### src/rtl/c3ac_pkg.sv
// c3ac_pkg: shared types and constants of the 3x3 abs/clip convolution core.
// No dependencies; imported by c3ac_cell, c3ac_lane, the core and the bench.
package c3ac_pkg;

  localparam int KDIM       = 3;
  localparam int PIX_W      = 8;
  localparam int COEF_W     = 8;
  localparam int KROW_W     = KDIM * COEF_W;
  localparam int CFG_IDX_W  = 3;
  localparam int CFG_DATA_W = 24;
  localparam int IMG_W_W    = 11;
  localparam int IMG_H_W    = 16;
  localparam int IN_ROW_W   = IMG_H_W + 1;
  localparam int PROD_W     = PIX_W + 1 + COEF_W;
  localparam int CSUM_W     = PROD_W + 2;
  localparam int TSUM_W     = CSUM_W + 2;
  localparam int PIX_MAX    = 255;
  localparam int OQ_DEPTH   = 8;
  localparam int OQ_AW      = $clog2(OQ_DEPTH);

  localparam logic [IMG_W_W-1:0] WIDTH_RST  = IMG_W_W'(1024);
  localparam logic [IMG_H_W-1:0] HEIGHT_RST = IMG_H_W'(1024);

  localparam logic REQ_DRAIN = 1'b1;

  typedef enum logic [CFG_IDX_W-1:0] {
    REG_KTOP   = 3'd0,
    REG_KMID   = 3'd1,
    REG_KBOT   = 3'd2,
    REG_WIDTH  = 3'd3,
    REG_HEIGHT = 3'd4
  } cfg_reg_e;

  typedef logic [PIX_W-1:0] pix_t;
  typedef pix_t [KDIM-1:0] pix_col_t;       // [0] top row, [2] bottom row
  typedef logic signed [COEF_W-1:0] coef_t;
  typedef coef_t [KDIM-1:0] coef_col_t;     // indexed by kernel row
  typedef logic signed [CSUM_W-1:0] csum_t;

  typedef struct packed {
    logic top;   // top row replaced by center row
    logic bot;   // bottom row replaced by center row
  } row_clamp_t;

  typedef struct packed {
    row_clamp_t row;
    logic       left;
    logic       right;
    logic       last;
  } pos_t;

  typedef struct packed {
    logic       req_type;
    logic [7:0] pixel_in;
  } in_beat_t;

  typedef struct packed {
    logic [7:0] pixel_out;
    logic       frame_last;
  } out_beat_t;

endpackage

### src/rtl/c3ac_cell.sv
// c3ac_cell: one window column (three pixels) of the 3x3 shift window.
// Uses c3ac_pkg; chained cell to cell by the top level.
module c3ac_cell
  import c3ac_pkg::*;
(
  input  logic       clk_i,
  input  logic       rst_ni,
  input  logic       shift_i,
  input  pix_col_t   col_i,
  input  row_clamp_t clamp_i,
  output pix_col_t   col_o,
  output pix_col_t   sel_o
);
  pix_col_t col_q;

  always_ff @(posedge clk_i or negedge rst_ni) begin
    if (!rst_ni) begin
      col_q <= '0;
    end else if (shift_i) begin
      col_q <= col_i;
    end
  end

  // clamp-to-edge on rows: missing neighbor row takes the center row
  always_comb begin
    sel_o    = col_q;
    sel_o[0] = clamp_i.top ? col_q[1] : col_q[0];
    sel_o[2] = clamp_i.bot ? col_q[1] : col_q[2];
  end

  assign col_o = col_q;
endmodule

### config.mk
export PLATFORM = sky130hd
export DESIGN_NAME = c3ac_cell
export DESIGN_NICKNAME = d
export VERILOG_FILES = /design/src/rtl/c3ac_pkg.sv /design/src/rtl/c3ac_cell.sv
export SDC_FILE = /design/constraint.sdc
export NUM_CORES = 1
export LEC_CHECK = 0
export ABC_AREA = 1
export BUFFER_PORTS_ARGS = -buffer_cell sky130_fd_sc_hd__buf_4
export CAP_MARGIN = 20
export CORE_ASPECT_RATIO = 1.75
export CORE_MARGIN = 8
export CORE_UTILIZATION = 45
export CTS_CLUSTER_DIAMETER = 30
export DETAILED_ROUTE_END_ITERATION = 10
export GPL_TIMING_DRIVEN = 1
export PLACE_DENSITY_LB_ADDON = 0.15
export SYNTH_ARGS = -nofsm -noshare
export SYNTH_HDL_FRONTEND = slang
export SYNTH_SLANG_ARGS = --single-unit
### constraint.sdc
create_clock -name clk_i -period 1.45 [get_ports clk_i]
set_input_delay 0.145 -clock clk_i [delete_from_list [all_inputs] [get_ports clk_i]]
set_output_delay 0.145 -clock clk_i [all_outputs]
set_load 0.005 [all_outputs]
======== Yosys cells after proc, flatten, opt, wreduce, memory -nomap -nowiden ========
Index checks and enable logic that the tools add are counted.
storage, ports and cells
  output and inout bits ................... 48
  logic and storage cells ................. 5
  register bits after elaboration ......... 24
  input port bits ......................... 29
cells by class
  muxes and demuxes ....................... 2
operators by type and width
  operator  count
  $mux 8    2

======== Depth between registers and ports, before layout ========
  word-level depth ........................ 1
  mapped depth ............................ 5
  gate-level depth less buffers ........... 3

======== Worst setup path after synthesis ========
No wires, ideal clock.
  kind .................................... register to output
  start point ............................. register col_q (netlist bit col_o[8])
  end point ............................... output sel_o[8] in the netlist's numbering
  path slack .............................. 752 ps
  data arrival time ....................... 553 ps
  cell stages (with the launch flop) ...... 2
  path buffers ............................ 1
  cell sequence ........................... dfrtp_1 buf_4
RTL lines
  element                 RTL line         source
  from (decl)             c3ac_cell.sv:14  pix_col_t col_q;
  from (signal assigned)  c3ac_cell.sv:20  col_q <= col_i;
  to (decl)               c3ac_cell.sv:12  output pix_col_t sel_o
No word-level cell between the ends.

==> run_results.csv <==
group,metric,value,unit
die,start_util,46.5,%
finish,regArea,601,um2
worst_setup_path,timing.rr.start,"col_o[8]",
hold_path,hp-class,"input pin to flip-flop",
clock_tree,cts_tree,"built",
synthesis,synth_cell_types,9,
global_routing,globalRouteTotalUtil,15.1,%
finish,fin_nets,258,
clock_tree,cts.sinks,24,
sta,drv_slew,0,
die,core,2690,um2
worst_setup_path,path_class,"flip-flop to output pin",
worst_setup_path,worst_path_most_repeated_cell,"nand2_1",
hold_path,worstHoldStart,"col_i[4]",
global_routing,grt_pass1_wl,6.15,mm
worst_setup_path,slowest_stage,"dfrtp_1",
place,place.gp.congestion,0.832,
routing,wl,3.55,mm
sta,fin_tns_setup,0,ns
sta,fmax,881,MHz
global_routing,grt_antenna_before_repair,0,
finish,layout_common_cells,"nand2_1, buf_4, dfrtp_1",
die,die_h,85.7,um
finish,antennaDiodeCount,0,
finish,largest_register_ffs,24,
clock_tree,cts.clk_slew.worst_paths,0.09,ns
sta,rsz0062_at_grt,"no",
die,rows,25,
worst_setup_path,worstPathCellList,"nand2_1 -> nand2_1 -> buf_4",
die,ios,77,
outcome,status,"finished, final reports clean",
place,dp_cells,250,
sta,max_slew.worst_pin.slew,0.310,ns
routing,final_antenna_net_count,0,
die,dieArea,4790,um2
pwr,powerDensity,1010,nW/um2
finish,nFillCells,242,
sta,maxSlewHeadroom,79.3,%
synthesis,synth_nets,191,
sta,skew,0,ns
synthesis,ys_warn_count,0,
pwr,power_leakage,0.00107,uW
sta,period_share,78.3,%
finish,multiInputGateArea,478,um2
sta,fin_crit,1.14,ns
sta,hold_viol,0,
synthesis,syn_area,1250,um2
finish,area_growth,42.6,%
routing,vias,1166,
clock_tree,post-cts-setup-buffer-count,0,
job,maxCapViolCount,0,
synthesis,synthCells,162,
worst_setup_path,slowest_delay,0.46,ns
synthesis,synth-seq-cells,24,
worst_setup_path,required,1.31,ns
clock_tree,numCtsBuffers,3,
finish,drive_gt1_share,40.4,%
finish,layout_commonest_cell,"nand2_1",
worst_setup_path,end_kind,"output pin",
synthesis,postSynthAreaPerCell,7.72,um2
die,die_width,55.8,um
clock_tree,clock-root-buffer,"clkbuf_8",
place,dp_hpwl,2.78,mm
routing,vias_per_cell,4.57,
routing,wl_per_cell,13.9,um
finish,final_core_util,66.3,%
clock_tree,ctsResizeCount,0,
worst_setup_path,crit_start,"col_o[8]",
clock_tree,cts_buffer_depth,2,
routing,drc,0,
sta,setup_violations,0,
place,port_buffers,76,
pwr,vdd_drop_max,902,uV
worst_setup_path,critical_path_arrival,0.99,ns
finish,instances_no_fill,255,
global_routing,grt_max_degree,26,
worst_setup_path,crit_fanout,5,
routing,drtPass1Iterations,6,
clock_tree,htree_num_levels,1,
worst_setup_path,cp-start-kind,"flip-flop",
clock_tree,worstSkewPairLatency,0.26,ns
routing,drtIter0Drc,39,
synthesis,ys_seq_area_share,48.0,%
global_routing,grt_pass1_vias,1311,
global_routing,grt_overflow_total,0,
==> stage by stage <==
stage                     setup WS, ns  instance area (um2)  total power (uW)  hold slack (ns)
after CTS                        0.314                 1780              1820           0.0694
after global placement           0.535                 1700              1240           0.0595
final                            0.315                 1780              1800           0.0705
after global routing             0.227                 1780              1910           0.0730
after floorplan                  0.752                 1250               989           -0.151
after detailed placement         0.529                 1700              1250           0.0581
==> power by group <==
group | total [uW] | leakage [uW] | switching (uW) | internal (uW)
combinational | 432 | 0.000744 | 186 | 246
clock | 577 | 0.0000357 | 208 | 369
sequential | 794 | 0.000292 | 65.8 | 728
total | 1800 | 0.00107 | 459 | 1340
==> cells in the mapped netlist <==
master | instances | area [um2]
inv_8 | 1 | 11.3
clkbuf_8 | 2 | 27.5
dfrtp_1 | 24 | 601
buf_4 | 8 | 60.1
nand2_1 | 109 | 409
nand2_2 | 11 | 68.8
buf_12 | 1 | 20.0
buf_6 | 4 | 45.0
inv_1 | 2 | 7.51
==> cells by family (layout without fill, tap and decap cells) <==
kind of cell / Yosys count / in the layout / share of synthesized area [%]
and+or+nand+nor: 120 / 120 / 38.2
buffers and inverters: 18 / 84 / 13.7
DFF: 24 / 24 / 48.0
==> path summary, 6_finish.rpt <==
path	endpoint	slack, ns	cells after the start
worst max-delay path	sel_o[16]	0.31	3
worst min-delay path	col_o[4]	0.07	3
worst max register to register	col_o[8]	0.76	2
worst min register to register	col_o[23]	0.51	2
max in group asynchronous	col_o[2]	0.90	2
min in group asynchronous	col_o[4]	0.31	2
==> repair_timing <==
action	CTS	global route
hold buffers	1	0
endpoints found under the setup margin	0	0
endpoints found under the hold margin	24	0
==> critical path: cells and delay by family (launching register included) <==
family | cells | cell delay, ns
DFF | 1 | 0.46
and+or+nand+nor | 2 | 0.14
buffers and inverters | 1 | 0.13
==> cell type report <==
type,instances,share of cell area (%)
Multi-Input combinational cell,120,26.8
Timing Repair Buffer,77,32.6
Clock inverter,1,1.68
Clock buffer,3,2.32
Tap cell,27,1.89
Sequential cell,24,33.7
Inverter,3,1.05
==> layer usage <==
| metal | vias up | wire length [um] | global-route usage (%) |
|---|---|---|---|
| li1 | 602 | - | - |
| met1 | 515 | 1430 | 16.8 |
| met2 | 47 | 1800 | 26.4 |
| met3 | 2 | 305 | 5.03 |
| met4 | 0 | 17 | 4.40 |
| met5 | - | 0 | 0 |
Note: power is estimated with default switching activity, not from simulation.
