File: src/rtl/c3ac_pkg.sv
// c3ac_pkg: shared types and constants of the 3x3 abs/clip convolution core.
// No dependencies; imported by c3ac_cell, c3ac_lane, the core and the bench.
package c3ac_pkg;

  localparam int KDIM       = 3;
  localparam int PIX_W      = 8;
  localparam int COEF_W     = 8;
  localparam int KROW_W     = KDIM * COEF_W;
  localparam int CFG_IDX_W  = 3;
  localparam int CFG_DATA_W = 24;
  localparam int IMG_W_W    = 11;
  localparam int IMG_H_W    = 16;
  localparam int IN_ROW_W   = IMG_H_W + 1;
  localparam int PROD_W     = PIX_W + 1 + COEF_W;
  localparam int CSUM_W     = PROD_W + 2;
  localparam int TSUM_W     = CSUM_W + 2;
  localparam int PIX_MAX    = 255;
  localparam int OQ_DEPTH   = 8;
  localparam int OQ_AW      = $clog2(OQ_DEPTH);

  localparam logic [IMG_W_W-1:0] WIDTH_RST  = IMG_W_W'(1024);
  localparam logic [IMG_H_W-1:0] HEIGHT_RST = IMG_H_W'(1024);

  localparam logic REQ_DRAIN = 1'b1;

  typedef enum logic [CFG_IDX_W-1:0] {
    REG_KTOP   = 3'd0,
    REG_KMID   = 3'd1,
    REG_KBOT   = 3'd2,
    REG_WIDTH  = 3'd3,
    REG_HEIGHT = 3'd4
  } cfg_reg_e;

  typedef logic [PIX_W-1:0] pix_t;
  typedef pix_t [KDIM-1:0] pix_col_t;       // [0] top row, [2] bottom row
  typedef logic signed [COEF_W-1:0] coef_t;
  typedef coef_t [KDIM-1:0] coef_col_t;     // indexed by kernel row
  typedef logic signed [CSUM_W-1:0] csum_t;

  typedef struct packed {
    logic top;   // top row replaced by center row
    logic bot;   // bottom row replaced by center row
  } row_clamp_t;

  typedef struct packed {
    row_clamp_t row;
    logic       left;
    logic       right;
    logic       last;
  } pos_t;

  typedef struct packed {
    logic       req_type;
    logic [7:0] pixel_in;
  } in_beat_t;

  typedef struct packed {
    logic [7:0] pixel_out;
    logic       frame_last;
  } out_beat_t;

endpackage

File: src/rtl/c3ac_lane.sv
// c3ac_lane: one kernel column: three products, then their registered sum.
// Uses c3ac_pkg; the products are registered, then the sum.
module c3ac_lane
  import c3ac_pkg::*;
(
  input  logic      clk_i,
  input  pix_col_t  pix_i,
  input  coef_col_t coef_i,
  output csum_t     sum_o
);
  logic signed [PROD_W-1:0] prod_d [KDIM];
  logic signed [PROD_W-1:0] prod_q [KDIM];
  csum_t                    sum_d;
  csum_t                    sum_q;

  always_comb begin
    for (int r = 0; r < KDIM; r++) begin
      prod_d[r] = $signed({1'b0, pix_i[r]}) * $signed(coef_i[r]);
    end
  end

  always_comb begin
    sum_d = '0;
    for (int r = 0; r < KDIM; r++) begin
      sum_d = sum_d + CSUM_W'(prod_q[r]);
    end
  end

  always_ff @(posedge clk_i) begin
    prod_q <= prod_d;
    sum_q  <= sum_d;
  end

  assign sum_o = sum_q;
endmodule

File: config.mk
export PLATFORM = sky130hd
export DESIGN_NAME = c3ac_lane
export DESIGN_NICKNAME = d
export VERILOG_FILES = /design/src/rtl/c3ac_pkg.sv /design/src/rtl/c3ac_lane.sv
export SDC_FILE = /design/constraint.sdc
export NUM_CORES = 1
export LEC_CHECK = 0
export ABC_AREA = 0
export CORE_MARGIN = 2
export CORE_UTILIZATION = 50
export CTS_BUF_LIST = sky130_fd_sc_hd__clkbuf_4 sky130_fd_sc_hd__clkbuf_8
export DETAILED_ROUTE_END_ITERATION = 10
export DONT_BUFFER_PORTS = 1
export MAX_ROUTING_LAYER = met4
export PLACE_DENSITY = 0.75
export SYNTH_ARGS = -nofsm -noshare
export SYNTH_HDL_FRONTEND = slang
export SYNTH_SLANG_ARGS = --single-unit
File: constraint.sdc
create_clock -name clk_i -period 4.3 [get_ports clk_i]
set_clock_uncertainty 0.05 [all_clocks]
set_input_delay 0.86 -clock clk_i [delete_from_list [all_inputs] [get_ports clk_i]]
set_output_delay 0.86 -clock clk_i [all_outputs]
set_load 0.01 [all_outputs]
Word level (Yosys, flattened, before mapping)
Cells that the tools add are included. W data, S select, Z words.

Register bits: 70.

$add $sub $neg: 2. Multiply operators: 3.

Operators with widths (count): $mul A9 B8 Y17 (3); $add A18 B17 Y19 (1); $add A17 B17 Y18 (1).

Depth between registers and ports, before layout
Word-level depth: 2. Gate-level depth with buffers: 18.

Least setup slack after synthesis
No wires, ideal clock.

Kind: input to register. Start: input coef_i[23] in the netlist's numbering. End: register prod_q[14] in the netlist's numbering. Data arrival time: 4518 ps. Path buffers: 0. Path slack: -364 ps. Stages: 15. Cells stage by stage: inv_1 > nor2_1 > fa_1 > fa_1 > fa_1 > inv_1 > fa_1 > inv_1 > ha_1 > and3_1 > nand2_1 > a21oi_1 > o21ai_1 > or4b_1 > o311ai_1.

RTL lines: start, declared (RTL line c3ac_lane.sv:8) `input coef_col_t coef_i,`; end signal, assigned (RTL line c3ac_lane.sv:30) `prod_q <= prod_d;`; end, declared (RTL line c3ac_lane.sv:12) `logic signed [PROD_W-1:0] prod_q [KDIM];`.

==> results by group <==
CTS
  – Worst skew pair latency: 0.34 ns
  – Clock Sinks: 70
  – Max Root-Sink Buffers: 2
  – Root Buffer: clkbuf_8
  – CTS buffer count: 9
  – Clock transition at the registers of the reported paths: 0.07 ns
  – CTS tree: done
  – H-tree depth: 3

Yosys
  – Seq/Total Area, Yosys: 15.2%
  – Post-Synthesis Cell Area: 9200 µm²
  – Syn Nets: 1303
  – Synth top area share: 28.1%
  – Yosys reg bits: 70
  – Synth cell types: 52
  – YS warnings: 0
  – Mapped Avg Cell Area: 9.40 µm²
  – Ys flop type: dfxtp_1
  – Top area cells in the synthesized netlist: fa_1 28%, ha_1 20%, dfxtp_1 15%
  – Async set or reset register ratio after synthesis: 0%
  – Syn Inst Count: 979
  – Synth area leader: fa_1
  – EDFF count, synth: 0

Critical path
  – Worst endpoint data arrival time: 4.38 ns
  – WS Path Type: input pin to flip-flop
  – Crit path max fanout: 5
  – Worst setup EP type: flip-flop
  – CP required: 4.49 ns
  – Crit path launch type: input pin

Routing
  – Routed len/inst: 13.7 µm
  – Post-DRT Antenna Nets: 0
  – WL final: 17400 µm
  – Initial DRC Count: 229
  – Via count: 6499
  – Vias per cell: 5.13
  – Drt drc: 0
  – Drt first pass iters: 4

Layout
  – Fin nets: 1359
  – Fraction of layout cells with a size suffix above 1: 10.4%
  – Reg area: 1400 µm²
  – Fin util: 56.9%
  – Multi-input gate area: 7270 µm²
  – Fillers: 1619
  – Area Growth Syn to Fin: 11.4%
  – N_diodes: 0

Global route
  – Vias in the first global route: 6880
  – First-pass GRT wire length: 31000 µm
  – Largest net degree at the start of global routing: 12
  – Gr usage total: 19.8%
  – Number of antenna violations at the first check in global routing: 0
  – GRT overflow: 0

Power and ir drop
  – P_leak: 5.13 nW
  – Power Density: 717 nW/µm²
  – Worst vdd ir: 0.818 mV
  – Total power: 7.35 mW

STA
  – Max-slew headroom: 72.7%
  – Slack of the critical path: 0.110 ns
  – Crit path time final: 4.19 ns
  – Ratio of final minimum period to clock period: 97.4%
  – Slew Viols, Final: 0
  – Final Hold Vio Count: 0
  – Worst-Margin Slew: 0.404 ns
  – Final setup violation count: 0
  – Achievable clock frequency: 0.239 GHz
  – Fin Setup TNS: 0 ns
  – WHS: 0.539 ns

Outcome
  – Status: finished clean

Worst hold path
  – Tightest Hold Check Type: flip-flop to flip-flop

Floorplanning
  – Die W: 140 µm
  – Die ar.: 19500 µm²
  – Starting Density: 51.1%
  – Die height: 140 µm
  – Core area: 18000 µm²
  – # IOs: 68
  – Site row count: 49

Placement
  – Port bufs: 0
  – Final HPWL DP: 15100 µm
  – GPL Wtd Cong: 0.843
  – Dpl ws: -0.299 ns

Flow run
  – Maxcap violations: 0
==> cell usage in the layout (no fill, tap or decap), types with 3 or more instances in the layout <==
master    count
nor2_2        3
fa_1        125
o211ai_1      3
nand2_1      67
o21a_1        4
o31a_1        3
a21o_1       12
ha_1        137
nand4_1       3
nand3_1       6
buf_4        47
nor2b_1       6
xnor2_1      28
ha_4          8
xor2_1       16
a311oi_1      3
o21ai_0      14
dfxtp_1      70
mux2i_1       3
nor3_1        7
a21oi_1      30
a21oi_2       6
nand2b_1     15
and2_1      122
o21ai_1       6
a211oi_1      5
a31oi_1       4
fa_2          4
nor2_1       36
o21ai_2       6
clkbuf_8     11
inv_1       186
==> final cells by class <==
class	instances	area share (%)
clock inverter	4	0.684
inverter	190	7.03
sequential	70	13.7
timing repair buffer	47	3.44
clock buffer	11	1.48
multi-input combinational	717	70.9
tap	229	2.80
==> layer usage <==
layer / wire length (µm) / part of all wire (%) / GRT usage [%] / up-vias
li1: - / - / - / 3212
met1: 7930 / 46 / 25.0 / 3156
met2: 8620 / 50 / 34.2 / 111
met3: 598 / 3.4 / 2.75 / 20
met4: 269 / 1.5 / 4.37 / 0
met5: 0 / 0 / - / -
==> registers in the layout, indices dropped and copies added (netlist names) <==
signal,cells
prod_q,51
sum_o,19
==> kinds of logic after synthesis <==
group                      count (synthesis)  share of synthesized area [%]
and+or+nand+nor                          280                           16.3
adders and majority gates                275                           47.9
buffers and inverters                    192                           7.83
AOI/OAI and AO/OA                        115                           8.25
DFF                                       70                           15.2
xor gates and xnor gates                  44                           4.19
muxes                                      3                          0.326
==> report_power, final <==
| part | switching, mW | total, mW | internal, mW |
|---|---|---|---|
| Sequential | 0.220 | 1.25 | 1.02 |
| Clock | 0.222 | 0.575 | 0.353 |
| Combinational | 2.93 | 5.53 | 2.60 |
| Total | 3.38 | 7.35 | 3.98 |
==> per-stage QoR <==
step	cell area, µm²	instances
after floorplan	9350	979
after global placement	9970	1252
after detailed placement	9970	1252
after CTS	10200	1267
after global routing	10200	1268
final	10200	1268
==> cell usage after synthesis (7+ instances only) <==
master	number
o21ai_0	15
nand2b_1	15
nor3_1	7
ha_1	146
a21oi_1	35
xnor2_1	28
inv_1	190
a21o_1	12
and2_1	123
nor2_1	41
o21ai_1	9
dfxtp_1	70
fa_1	129
nand2_1	67
xor2_1	16
==> final timing paths <==
path         depth (start not counted)  slack [ns]    endpoint  startpoint
min reg2reg                          3        0.54    sum_o[0]  prod_q[17]
max reg2reg                         10        1.40   sum_o[17]   prod_q[1]
max                                 14        0.11  prod_q[32]  coef_i[15]
min                                  3        0.54    sum_o[0]  prod_q[17]
==> repair_timing <==
item                                    in CTS  in global routing
hold buffers                                 0                  0
buffers inserted                             0                  1
resized for setup                            0                 15
endpoints found under the setup margin       0                  7
==> critical path, stage by stage <==
cell and delay (ns):
clkinvlp_4 0.10, fa_2 0.50, fa_1 0.52, inv_1 0.06
fa_1 0.54, inv_1 0.05, fa_1 0.47, inv_1 0.06
ha_4 0.27, inv_1 0.06, o211ai_1 0.28, nand3_1 0.13
o21ai_0 0.23, xor2_1 0.26
(Power assumes the default switching activity.)
